## src/rtl/rtwa_pkg.sv

```systemverilog
package rtwa_pkg;

  // Operation codes carried by an input beat.
  localparam logic OP_SAMPLE = 1'b0;
  localparam logic OP_UPDATE = 1'b1;

  // Configuration register indexes.
  localparam int unsigned CFG_INDEX_W = 3;
  localparam int unsigned CFG_DATA_W  = 24;
  localparam logic [CFG_INDEX_W-1:0] REG_WINDOW_MS  = 3'd0;
  localparam logic [CFG_INDEX_W-1:0] REG_MAGIC_TAG  = 3'd1;
  localparam logic [CFG_INDEX_W-1:0] REG_BAND_HIGH  = 3'd2;
  localparam logic [CFG_INDEX_W-1:0] REG_BAND_MID   = 3'd3;
  localparam logic [CFG_INDEX_W-1:0] REG_BAND_LOW   = 3'd4;
  localparam logic [CFG_INDEX_W-1:0] REG_EMPTY_AVG  = 3'd5;

  // Register reset values.
  localparam logic [15:0]       WINDOW_MS_RST  = 16'd2000;
  localparam logic [23:0]       MAGIC_TAG_RST  = 24'hC0FFEE;
  localparam logic signed [7:0] BAND_HIGH_RST  = -8'sd80;
  localparam logic signed [7:0] BAND_MID_RST   = -8'sd90;
  localparam logic signed [7:0] BAND_LOW_RST   = -8'sd100;
  localparam logic signed [7:0] EMPTY_AVG_RST  = -8'sd105;

  // Strength bands and their hues.
  localparam logic [1:0] BAND_STRONG = 2'd0;
  localparam logic [1:0] BAND_GOOD   = 2'd1;
  localparam logic [1:0] BAND_FAIR   = 2'd2;
  localparam logic [1:0] BAND_WEAK   = 2'd3;
  localparam logic [8:0] HUE_STRONG  = 9'd0;
  localparam logic [8:0] HUE_GOOD    = 9'd335;
  localparam logic [8:0] HUE_FAIR    = 9'd260;
  localparam logic [8:0] HUE_WEAK    = 9'd240;

  // Ring geometry and result count width.
  localparam int unsigned RING_DEPTH_DEFAULT = 64;
  localparam int unsigned COUNT_W            = 6;
  localparam logic [COUNT_W-1:0] COUNT_MAX   = 6'd63;

  // One stored sample.
  typedef struct packed {
    logic signed [7:0] rssi;
    logic [31:0]       stamp;
  } slot_t;

endpackage

```

## src/rtl/rtwa_if.sv

```systemverilog
// Input channel: one sample or update tick per beat.
interface rtwa_in_if;
  logic              valid;
  logic              ready;
  logic              operation;
  logic [31:0]       now_ms;
  logic signed [7:0] sample_rssi;
  logic [23:0]       sample_tag;

  modport source (output valid, operation, now_ms, sample_rssi, sample_tag, input ready);
  modport sink   (input valid, operation, now_ms, sample_rssi, sample_tag, output ready);
endinterface

// Result channel: one average report per beat.
interface rtwa_out_if;
  logic              valid;
  logic              ready;
  logic signed [7:0] average_rssi;
  logic [5:0]        sample_count;
  logic              had_samples;
  logic [1:0]        strength_band;
  logic [8:0]        hue_degrees;

  modport source (output valid, average_rssi, sample_count, had_samples, strength_band,
                  hue_degrees, input ready);
  modport sink   (input valid, average_rssi, sample_count, had_samples, strength_band,
                  hue_degrees, output ready);
endinterface

// Configuration write channel.
interface rtwa_cfg_if;
  logic        valid;
  logic        ready;
  logic [2:0]  index;
  logic [23:0] data;

  modport source (output valid, index, data, input ready);
  modport sink   (input valid, index, data, output ready);
endinterface

```

## src/rtl/rssi_time_window_average_top.sv

```systemverilog
// Keeps the last RING_DEPTH-1 tagged RSSI samples with their millisecond
// stamps in a single-port-read ring memory. A sample beat whose tag matches
// magic_tag is stored; the oldest entry is overwritten when the ring is full.
// An update beat walks the ring oldest to newest, one memory read per cycle,
// drops every entry older than window_ms (modular 32-bit age), and averages
// the rest with a bit-serial divider truncating toward zero, or takes empty_avg
// when none are left, then reports one result beat with the band and hue. The
// input accepts a new beat as soon as the previous one has been handed on; a
// result waits in its own output register until taken.
module rssi_time_window_average_top #(
  parameter int unsigned RING_DEPTH = rtwa_pkg::RING_DEPTH_DEFAULT
) (
  input  logic clk,
  input  logic rst,
  rtwa_in_if.sink    item,
  rtwa_out_if.source result,
  rtwa_cfg_if.sink   cfg
);
  import rtwa_pkg::*;

  localparam int unsigned AW = $clog2(RING_DEPTH);
  localparam int unsigned SW = AW + 8;
  localparam int unsigned NW = AW + 7;
  localparam logic [AW-1:0] LAST = AW'(RING_DEPTH - 1);

  localparam logic [1:0] S_IDLE = 2'd0;
  localparam logic [1:0] S_WALK = 2'd1;
  localparam logic [1:0] S_DIV  = 2'd2;
  localparam logic [1:0] S_DONE = 2'd3;

  function automatic logic [AW-1:0] wrap_inc(input logic [AW-1:0] v);
    return (v == LAST) ? '0 : v + 1'b1;
  endfunction

  // Configuration registers.
  logic [15:0]       window_ms;
  logic [23:0]       magic_tag;
  logic signed [7:0] band_high;
  logic signed [7:0] band_mid;
  logic signed [7:0] band_low;
  logic signed [7:0] empty_avg;

  assign cfg.ready = 1'b1;

  always_ff @(posedge clk) begin
    if (rst) begin
      window_ms <= WINDOW_MS_RST;
      magic_tag <= MAGIC_TAG_RST;
      band_high <= BAND_HIGH_RST;
      band_mid  <= BAND_MID_RST;
      band_low  <= BAND_LOW_RST;
      empty_avg <= EMPTY_AVG_RST;
    end else if (cfg.valid) begin
      case (cfg.index)
        REG_WINDOW_MS: window_ms <= cfg.data[15:0];
        REG_MAGIC_TAG: magic_tag <= cfg.data;
        REG_BAND_HIGH: band_high <= cfg.data[7:0];
        REG_BAND_MID:  band_mid  <= cfg.data[7:0];
        REG_BAND_LOW:  band_low  <= cfg.data[7:0];
        REG_EMPTY_AVG: empty_avg <= cfg.data[7:0];
        default: ;
      endcase
    end
  end

  // Control and walk state.
  logic [1:0]           state;
  logic [AW-1:0]        head;
  logic [AW-1:0]        tail;
  logic [AW-1:0]        walk_idx;
  logic                 rvalid;
  logic [31:0]          now_reg;
  logic signed [SW-1:0] sum;
  logic [AW-1:0]        total;
  logic signed [7:0]    avg;

  logic                 accept;
  logic                 wr_en;
  logic [AW-1:0]        head_inc;
  logic                 rd_en;
  slot_t                wr_slot;
  slot_t                rd_slot;
  logic [31:0]          age;
  logic                 stale;

  assign item.ready = (state == S_IDLE);
  assign accept     = item.valid && item.ready;
  assign wr_en      = accept && (item.operation == OP_SAMPLE) && (item.sample_tag == magic_tag);
  assign head_inc   = wrap_inc(head);
  assign rd_en      = (state == S_WALK) && (walk_idx != head);
  assign wr_slot    = '{rssi: item.sample_rssi, stamp: item.now_ms};
  assign age        = now_reg - rd_slot.stamp;
  assign stale      = age > {16'd0, window_ms};

  rtwa_ring #(
    .DEPTH (RING_DEPTH),
    .AW    (AW)
  ) u_ring (
    .clk     (clk),
    .wr_en   (wr_en),
    .wr_addr (head),
    .wr_data (wr_slot),
    .rd_en   (rd_en),
    .rd_addr (walk_idx),
    .rd_data (rd_slot)
  );

  // Divider on the magnitude of the sum; the sign is put back afterwards.
  logic          sum_neg;
  logic [SW-1:0] sum_mag;
  logic          div_start;
  logic          div_done;
  logic [NW-1:0] quo;
  logic [7:0]    quo8;

  assign sum_neg   = sum[SW-1];
  assign sum_mag   = sum_neg ? SW'(-sum) : SW'(sum);
  assign div_start = (state == S_WALK) && !rd_en && !rvalid && (total != '0);
  assign quo8      = quo[7:0];

  rtwa_div #(
    .NW (NW),
    .DW (AW)
  ) u_div (
    .clk      (clk),
    .rst      (rst),
    .start    (div_start),
    .dividend (sum_mag[NW-1:0]),
    .divisor  (total),
    .done     (div_done),
    .quotient (quo)
  );

  // Sequencer: store samples, walk the ring, divide, report.
  always_ff @(posedge clk) begin
    if (rst) begin
      state  <= S_IDLE;
      head   <= '0;
      tail   <= '0;
      rvalid <= 1'b0;
    end else begin
      case (state)
        S_IDLE: begin
          rvalid <= 1'b0;
          if (wr_en) begin
            head <= head_inc;
            if (head_inc == tail) begin
              tail <= wrap_inc(tail);
            end
          end
          if (accept && (item.operation == OP_UPDATE)) begin
            now_reg  <= item.now_ms;
            walk_idx <= tail;
            sum      <= '0;
            total    <= '0;
            state    <= S_WALK;
          end
        end
        S_WALK: begin
          rvalid <= rd_en;
          if (rd_en) begin
            walk_idx <= wrap_inc(walk_idx);
          end
          if (rvalid) begin
            if (stale) begin
              tail <= wrap_inc(tail);
            end else begin
              sum   <= sum + SW'(rd_slot.rssi);
              total <= total + 1'b1;
            end
          end else if (!rd_en) begin
            if (total == '0) begin
              avg   <= empty_avg;
              state <= S_DONE;
            end else begin
              state <= S_DIV;
            end
          end
        end
        S_DIV: begin
          if (div_done) begin
            avg   <= sum_neg ? -quo8 : quo8;
            state <= S_DONE;
          end
        end
        S_DONE: begin
          if (!result.valid || result.ready) begin
            state <= S_IDLE;
          end
        end
        default: state <= S_IDLE;
      endcase
    end
  end

  // Band and hue of the finished average.
  logic [1:0]         band;
  logic [8:0]         hue;
  logic [COUNT_W-1:0] count_sat;

  always_comb begin
    if (avg > band_high) begin
      band = BAND_STRONG;
      hue  = HUE_STRONG;
    end else if (avg > band_mid) begin
      band = BAND_GOOD;
      hue  = HUE_GOOD;
    end else if (avg > band_low) begin
      band = BAND_FAIR;
      hue  = HUE_FAIR;
    end else begin
      band = BAND_WEAK;
      hue  = HUE_WEAK;
    end
    count_sat = (32'(total) > 32'(COUNT_MAX)) ? COUNT_MAX : COUNT_W'(total);
  end

  // Output register; a result waits here until the sink takes the beat.
  always_ff @(posedge clk) begin
    if (rst) begin
      result.valid <= 1'b0;
    end else if ((state == S_DONE) && (!result.valid || result.ready)) begin
      result.valid         <= 1'b1;
      result.average_rssi  <= avg;
      result.sample_count  <= count_sat;
      result.had_samples   <= (total != '0);
      result.strength_band <= band;
      result.hue_degrees   <= hue;
    end else if (result.ready) begin
      result.valid <= 1'b0;
    end
  end

endmodule

```

## src/rtl/rtwa_ring.sv

```systemverilog
module rtwa_ring #(
  parameter int unsigned DEPTH = rtwa_pkg::RING_DEPTH_DEFAULT,
  parameter int unsigned AW    = $clog2(DEPTH)
) (
  input  logic            clk,
  input  logic            wr_en,
  input  logic [AW-1:0]   wr_addr,
  input  rtwa_pkg::slot_t wr_data,
  input  logic            rd_en,
  input  logic [AW-1:0]   rd_addr,
  output rtwa_pkg::slot_t rd_data
);
  import rtwa_pkg::*;

  slot_t mem [DEPTH];

  // One write port.
  always_ff @(posedge clk) begin
    if (wr_en) begin
      mem[wr_addr] <= wr_data;
    end
  end

  // One read port with registered data.
  always_ff @(posedge clk) begin
    if (rd_en) begin
      rd_data <= mem[rd_addr];
    end
  end

endmodule

```

## src/rtl/rtwa_div.sv

```systemverilog
module rtwa_div #(
  parameter int unsigned NW = 13,
  parameter int unsigned DW = 6
) (
  input  logic          clk,
  input  logic          rst,
  input  logic          start,
  input  logic [NW-1:0] dividend,
  input  logic [DW-1:0] divisor,
  output logic          done,
  output logic [NW-1:0] quotient
);
  localparam int unsigned STEP_W = $clog2(NW + 1);

  logic              busy;
  logic [DW:0]       rem;
  logic [NW-1:0]     quo;
  logic [DW-1:0]     dvs;
  logic [STEP_W-1:0] step;
  logic [DW:0]       shifted;
  logic              fits;

  // One restoring step: bring down the next dividend bit and try a subtract.
  always_comb begin
    shifted = {rem[DW-1:0], quo[NW-1]};
    fits    = shifted >= {1'b0, dvs};
  end

  always_ff @(posedge clk) begin
    if (rst) begin
      busy <= 1'b0;
      done <= 1'b0;
    end else if (start) begin
      rem  <= '0;
      quo  <= dividend;
      dvs  <= divisor;
      step <= STEP_W'(NW);
      busy <= 1'b1;
      done <= 1'b0;
    end else if (busy) begin
      rem  <= fits ? (shifted - {1'b0, dvs}) : shifted;
      quo  <= {quo[NW-2:0], fits};
      step <= step - 1'b1;
      if (step == STEP_W'(1)) begin
        busy <= 1'b0;
        done <= 1'b1;
      end
    end else begin
      done <= 1'b0;
    end
  end

  assign quotient = quo;

endmodule
```

## src/flat_wrapper.sv

```systemverilog
// flat-port wrapper written by rule: the top's interface ports become plain ports
module rssi_time_window_average_top_flat import rtwa_pkg::*;
#(
  parameter int unsigned RING_DEPTH = rtwa_pkg::RING_DEPTH_DEFAULT
)
  (clk, rst, item_valid, item_operation, item_now_ms, item_sample_rssi, item_sample_tag, item_ready, result_valid, result_average_rssi, result_sample_count, result_had_samples, result_strength_band, result_hue_degrees, result_ready, cfg_valid, cfg_index, cfg_data, cfg_ready);
  rtwa_in_if item_i ();
  rtwa_out_if result_i ();
  rtwa_cfg_if cfg_i ();
  input  logic clk;
  input  logic rst;
  input wire logic [$bits(item_i.valid)-1:0] item_valid;
  input wire logic [$bits(item_i.operation)-1:0] item_operation;
  input wire logic [$bits(item_i.now_ms)-1:0] item_now_ms;
  input wire logic [$bits(item_i.sample_rssi)-1:0] item_sample_rssi;
  input wire logic [$bits(item_i.sample_tag)-1:0] item_sample_tag;
  output wire logic [$bits(item_i.ready)-1:0] item_ready;
  output wire logic [$bits(result_i.valid)-1:0] result_valid;
  output wire logic [$bits(result_i.average_rssi)-1:0] result_average_rssi;
  output wire logic [$bits(result_i.sample_count)-1:0] result_sample_count;
  output wire logic [$bits(result_i.had_samples)-1:0] result_had_samples;
  output wire logic [$bits(result_i.strength_band)-1:0] result_strength_band;
  output wire logic [$bits(result_i.hue_degrees)-1:0] result_hue_degrees;
  input wire logic [$bits(result_i.ready)-1:0] result_ready;
  input wire logic [$bits(cfg_i.valid)-1:0] cfg_valid;
  input wire logic [$bits(cfg_i.index)-1:0] cfg_index;
  input wire logic [$bits(cfg_i.data)-1:0] cfg_data;
  output wire logic [$bits(cfg_i.ready)-1:0] cfg_ready;
  assign item_i.valid = item_valid;
  assign item_i.operation = item_operation;
  assign item_i.now_ms = item_now_ms;
  assign item_i.sample_rssi = item_sample_rssi;
  assign item_i.sample_tag = item_sample_tag;
  assign item_ready = item_i.ready;
  assign result_valid = result_i.valid;
  assign result_average_rssi = result_i.average_rssi;
  assign result_sample_count = result_i.sample_count;
  assign result_had_samples = result_i.had_samples;
  assign result_strength_band = result_i.strength_band;
  assign result_hue_degrees = result_i.hue_degrees;
  assign result_i.ready = result_ready;
  assign cfg_i.valid = cfg_valid;
  assign cfg_i.index = cfg_index;
  assign cfg_i.data = cfg_data;
  assign cfg_ready = cfg_i.ready;
  rssi_time_window_average_top #(.RING_DEPTH(RING_DEPTH)) u_core (.clk(clk), .rst(rst), .item(item_i), .result(result_i), .cfg(cfg_i));
endmodule
```

## config.mk

```make
export PLATFORM = sky130hd
export DESIGN_NAME = rssi_time_window_average_top_flat
export DESIGN_NICKNAME = d
export VERILOG_FILES = /design/src/rtl/rtwa_pkg.sv /design/src/rtl/rtwa_if.sv /design/src/rtl/rssi_time_window_average_top.sv /design/src/rtl/rtwa_ring.sv /design/src/rtl/rtwa_div.sv /design/src/flat_wrapper.sv
export SDC_FILE = /design/constraint.sdc
export NUM_CORES = 2
export LEC_CHECK = 0
export BUFFER_PORTS_ARGS = -buffer_cell sky130_fd_sc_hd__clkbuf_2
export CORE_MARGIN = 2
export CORE_UTILIZATION = 45
export CTS_CLUSTER_SIZE = 16
export DETAILED_ROUTE_END_ITERATION = 6
export PLACE_DENSITY = 0.61
export SYNTH_ARGS = -nofsm -noshare
export SYNTH_HDL_FRONTEND = slang
export SYNTH_SLANG_ARGS = --single-unit
```

## constraint.sdc

```tcl
create_clock -name clk -period 7.9 [get_ports clk]
set_input_delay 1.58 -clock clk [delete_from_list [all_inputs] [get_ports clk]]
set_output_delay 1.58 -clock clk [all_outputs]
set_load 0.03 [all_outputs]
```

==> Word-level counts from Yosys, hierarchy flattened <==
Memories as Yosys holds them, arrays and structs flattened. A register that Yosys moved wholly into a read port is not among the register bits.
Index checks and enable logic that the tools add are counted.
{ "totals": {"out_inout_bits": 29, "mem_bits_rw": 2560, "memories": 1, "regBits": 211, "elab_cells": 164, "input_bits": 97} }
{ "mem_list": {"columns": ["memory", "words", "word_bits", "read_ports", "rd_clocked_by_memory_dff", "write_ports", "line_no", "source"], "rows": [
  ["u_core.u_ring.mem", 64, 40, 1, 1, 1, "rtwa_ring.sv:15", "slot_t mem [DEPTH];"]
]} }
{ "op_classes": {"reduce_logical": 39, "eq_ne": 27, "muxes": 50, "magnitude_cmp": 5, "n_bitwise": 3, "n_addsub": 10} }
{ "ops": {"columns": ["cell", "n"], "rows": [
  ["$mux 6", 14],
  ["$mux 14", 3],
  ["$mux 8", 5],
  ["$mux 13", 3],
  ["$pmux 6 s2", 3],
  ["$gt 32x16->1", 1],
  ["$sub 32x32->32", 1],
  ["$pmux 14 s2", 1],
  ["$add 6x1->6 const B", 4],
  ["$eq 24x24->1", 1],
  ["$gt 8x8->1", 3],
  ["$reduce_and 2->1", 10],
  ["$eq 6x6->1 const B", 3],
  ["$mux 9", 2],
  ["$ne 2x2->1 const B", 9],
  ["$pmux 8 s2", 1],
  ["$reduce_and 5->1", 3],
  ["$add 14x8->14", 1],
  ["$neg 13->13", 1],
  ["$mux 1", 10],
  ["$mux 2", 5],
  ["$logic_and 1x1->1", 9],
  ["$neg 8->8", 1],
  ["$pmux 2 s4", 1],
  ["other kinds (27)", 39]
]} }

==> Longest topological paths before layout <==
{ "depth": {"ltp_word": 8, "mapped_depth": 21, "ltp_nobuf": 21} }

==> By module <==
Synthesis repeated with hierarchy kept, for this count alone.
{ "hier_totals": {"cells_unflattened": 5767, "area_unflattened_um2": 111650.8} }
{ "modules_own_cells": {"columns": ["module", "cells_each", "area_per_inst_um2", "n_inst", "seq_area_each_um2"], "rows": [
  ["rtwa_ring", 4406, 99075.0, 1, 78074.9],
  ["rssi_time_window_average_top", 1247, 11019.3, 1, 4344.2],
  ["rtwa_div", 114, 1556.5, 1, 910.9]
]} }

==> Least setup slack after synthesis <==
OpenSTA, ideal clock, no wires.
{ "synth_path": {"path_type": "input to register", "start": "input port item_sample_tag[9]", "end": "memory u_core.u_ring.mem[63][0] (netlist name) (enable)", "path_stages": 6, "path_buffers": 1, "path_slack_ps": 1028, "required_time_ps": 7363, "arrival_time_ps": 6335, "cell_sequence": "xnor2_1 nand4_1 nor4_1 nand3_1 clkbuf_1 nor4_1"} }
{ "synth_between": {"elab_chain_len": 4} }
{ "synth_lines": {"columns": ["element", "line_no", "source"], "rows": [
  ["from (decl)", "flat_wrapper.sv:16", "input wire logic [$bits(item_i.sample_tag)-1:0] item_sample_tag;"],
  ["$eq 24x24->1", "rssi_time_window_average_top.sv:88", "assign wr_en = accept && (item.operation == OP_SAMPLE) && (item.sample_tag == magic_tag);"],
  ["$logic_and 1x1->1", "rssi_time_window_average_top.sv:88", null],
  ["$mux 1", "rtwa_ring.sv:19", "if (wr_en) begin"],
  ["$mux 1 (implied by the code)", "rtwa_ring.sv:20", "mem[wr_addr] <= wr_data;"],
  ["to (decl)", "rtwa_ring.sv:15", null]
]} }
Every way passes these cells.

==> Worst setup path in the final report <==
{ "layout_path": {"start": "register, netlist name u_core.u_ring.rd_data[1]", "end": "register u_core.sum[13] (enable)"} }
{ "layout_between": {"elab_chain_len": 4} }
{ "layout_lines": {"columns": ["element", "line_no", "source"], "rows": [
  ["$sub 32x32->32", "rssi_time_window_average_top.sv:92", "assign age = now_reg - rd_slot.stamp;"],
  ["$gt 32x16->1", "rssi_time_window_average_top.sv:93", "assign stale = age > {16'd0, window_ms};"],
  ["$ne 2x2->1 (no line)", null, null],
  ["$reduce_and 5->1 (no line)", null, null],
  ["to (signal assigned)", "rssi_time_window_average_top.sv:168", "sum <= sum + SW'(rd_slot.rssi);"],
  ["to (decl)", "rssi_time_window_average_top.sv:73", "logic signed [SW-1:0] sum;"]
]} }
Every way passes these cells.
A chain may end at the register's enable or synchronous reset.

==> impl_metrics.ini <==
[cells_and_area]
area_delta_synth_final_pct = 13.1
largest_reg_flops = 2560
final_util_pct = 51.2
design_area_um2 = 126000
layout-drive-gt1-share_pct = 22.0
fin_nets = 6211

[timing]
max_slew_margin_pct = 15.9
fin_worst_skew_ns = 0.0740
period_minus_slack_ns = 6.29
post-route-period-util_pct = 79.6
slew_viol_final = 0
fmax_ghz = 0.159
worst_slack_ns = 1.61
setup_violations = 0
worst_pin_slew_ns = 1.25
rsz0062_at_grt = no
setup_tns_ns = 0
hold_viol = 0

[yosys]
synth_top_area_share_pct = 73.3
post_synth_num_cell_types = 81
syn-num-nets = 5928
ys_seq_area_share_pct = 75.0
syn_inst = 5725
synth.area.top_cells = edfxtp_1 73%, mux4_2 12%, mux2i_1 2.6%, dfxtp_1 1.6%, ha_1 1.2%
yosysWarningCount = 0
synth-async-reset-ratio_pct = 0
avgSynthCellArea_um2 = 19.4
netlist_area_um2 = 111000
ys_ff_latch = 2805
synth_ff_type = edfxtp_1
synth_top_area_cell = edfxtp_1
synth_edf_count = 2715

[outcome]
status = complete, no violations

[clock_tree]
htree_levels = 5
cts_resized = 0
cts_tree = built
hold_buffers = 0
clkSlewWorstSetupHoldPaths_ns = 0.06
clkSinkCount = 2805
clock_path_buffers = 4
cts_buffers = 304
clk_latency_ns = 0.95
cts_setup_buffers = 0
root_buffer = clkbuf_16

[power]
power.density_nw_per_um2 = 304
switching_share_pct = 29.0
ir_drop_v = 0.000229
pwr-share-comb_pct = 21.9
p_leak_uw = 0.0403
p_int_uw = 27100
power_uw = 38200
p_clk_share_pct = 34.3
p_seq_share_pct = 43.8
power_switching_uw = 11100

[global_routing]
antenna_found_initial = 32
track_usage_pct = 24.1
grt_max_degree = 114
grt.overflow.total = 0
grt_pass1_wl_mm = 432
grt_pass1_vias = 57200

[route]
wl_per_cell_um = 32.3
drc_errors = 0
drt_iter0_drc = 7313
num_vias = 58300
totalWireLength_mm = 305
via_per_inst = 6.17
ant_nets = 0
drt_pass1_iterations = 6

[worst_setup_path]
path_cells = inv_1 > ha_1 > nor2b_1 > o31a_1 > o21ai_0 > nor2b_1 > o21ai_0 > a21o_1 > a21oi_1 > xnor2_1 > ha_1 > and4_1 > nand2_1 > or4_1 > o211ai_1 > o2111a_1 > nand4_1 > or4_4 > or4_1 > a21oi_2
crit_type = reg2reg
path_max_fanout = 20
crit_family = simple AND/OR/NAND/NOR gates
r2r_end = u_core.sum[13]$_SDFFCE_PN0P_
cp.buffers_inverters = 1
cp.required_ns = 8.40
crit_path_end_kind = flip-flop
startpoint_type = flip-flop
r2r_start = u_core.u_ring.rd_data[1]$_DFFE_PP_
regToRegSetupSlack_ns = 1.61
slowest_stage = a21oi_2
critPathMaxStageDelay_ns = 0.94
reg2regPathDepth = 20
cp.arrival_ns = 6.78

[min_path]
min_to = u_core.window_ms[5]$_SDFFE_PP0P_
hold_depth = 2
hp-start = u_core.window_ms[5]$_SDFFE_PP0P_
holdCritPathClass = reg2reg

[floorplanning]
die_y_um = 501
dieArea_um2 = 251000
row_count = 182
num_io_pins = 126
start_util_pct = 45.2
core_area_um2 = 246000
die_w_um = 501

[placed_design]
post-place-ws_ns = 1.59
gp_congestion = 0.829
post-dp-hpwl_mm = 184
portBuffers = 124
dpl-instance-area_um2 = 117000

[flow_run]
maxCapViolCount = 0
[synthesized netlist by cell type, types with 4 or more instances]
cell type and n:
and3_1 8, o21bai_1 5, nand4_1 21, nor4_1 7
nor3_1 19, nor2b_1 19, nand2b_1 14, mux4_2 569
nand3_1 49, buf_1 63, buf_4 9, xnor2_1 51
nand3b_1 9, buf_2 57, mux2_2 10, and2_1 11
a31oi_1 5, inv_1 111, mux2i_1 293, o221ai_1 135
or3_1 17, a21oi_1 231, xor2_1 43, nor3b_1 7
a211oi_1 52, nand2_1 236, o211ai_1 27, edfxtp_1 2715
o21ai_1 5, a21o_1 25, or4_1 4, clkbuf_1 179
dfxtp_1 90, ha_1 103, or2_2 7, o21ai_0 145
o22ai_1 112, o31ai_1 9, o21a_1 14, nor2_1 177
[kinds of logic after synthesis]
| group | share of synthesized area [%] |
|---|---|
| buffers and inverters | 1.52 |
| XOR/XNOR | 0.741 |
| other | 0.00337 |
| adder cells (fa/ha/maj) | 1.21 |
| multiplexers | 14.3 |
| flip-flops | 75.0 |
| AND/OR/NAND/NOR | 2.57 |
| AO/OA/AOI/OAI | 4.72 |
[worst reg2reg max path, cell delays in order, from the launching register on]
cell	delay, ns
edfxtp_1	0.43
inv_1	0.08
ha_1	0.22
nor2b_1	0.14
o31a_1	0.28
o21ai_0	0.14
nor2b_1	0.22
o21ai_0	0.19
a21o_1	0.22
a21oi_1	0.18
xnor2_1	0.11
ha_1	0.29
and4_1	0.20
nand2_1	0.07
or4_1	0.52
o211ai_1	0.13
o2111a_1	0.22
nand4_1	0.10
or4_4	0.57
or4_1	0.61
a21oi_2	0.94
[how the worst max path moves through the flow]
stage	start	endpoint	slack (ns)	depth (start not counted)
2_1_floorplan	item_sample_tag[9]	u_core.u_ring.mem[63][0]$_DFFE_PP_	1.03	6
3_3_place_gp	u_core.u_ring.rd_data[1]$_DFFE_PP_	u_core.sum[13]$_SDFFCE_PN0P_	1.62	20
3_5_place_dp	u_core.u_ring.rd_data[1]$_DFFE_PP_	u_core.sum[13]$_SDFFCE_PN0P_	1.59	20
4_1_cts	u_core.u_ring.rd_data[1]$_DFFE_PP_	u_core.sum[13]$_SDFFCE_PN0P_	1.54	20
5_1_grt	u_core.u_ring.rd_data[1]$_DFFE_PP_	u_core.sum[13]$_SDFFCE_PN0P_	1.19	20
6_report	u_core.u_ring.rd_data[1]$_DFFE_PP_	u_core.sum[13]$_SDFFCE_PN0P_	1.61	20
[layout by cell type, fill, tap and decap left out, drive strengths merged, types with 9 or more instances in the layout]
master  instances
nand4          21
o21a           14
o21ai         151
nor3           19
buf           198
nor2b          21
or3            17
mux4          569
o31ai          10
and3           10
clkbuf        459
mux2i         293
a211oi         53
nand3b          9
a21oi         233
dfxtp          90
clkinv        124
nand2b         14
o221ai        135
nand3          49
xor2           43
a21o           26
o22ai         112
mux2           10
nor2          178
bufinv         11
inv           121
nand2         236
and2           13
edfxtp       2715
xnor2          51
ha            103
o211ai         28
[power groups by stage]
stage | combinational, µW | clock, µW | sequential (µW)
floorplan | 5070 | 0 | 17000
global placement | 8340 | 0 | 17000
detailed placement | 8350 | 0 | 17000
CTS | 8380 | 13300 | 16700
global route | 8800 | 13900 | 16700
finish | 8370 | 13100 | 16700
[per-layer routing]
| metal | vias to the layer above | global-route usage [%] | share of wire, % |
|---|---|---|---|
| li1 | 24100 | - | - |
| met1 | 31000 | 34.1 | 41 |
| met2 | 2735 | 39.3 | 49 |
| met3 | 450 | 3.99 | 8.0 |
| met4 | 8 | 5.85 | 2.4 |
| met5 | - | 0 | 0.019 |
[layout make-up]
cell class              instances  area (µm²)
well taps                    3220        4030
inverters                     112         423
flip-flops and latches       2805       83300
clock inverters               149        1030
fillers                     19300      120000
repair buffers                286        2290
clock buffers                 371        7980
diodes                          5        12.5
multi-input cells            2499       26700
[through the flow]
step,std cells,hold slack (ns)
floorplan,5725,0.426
global placement,8922,0.445
detailed placement,8922,0.450
CTS,9442,0.458
global route,9444,0.477
finish,9447,0.456
Power figures use the tool's default switching activity.
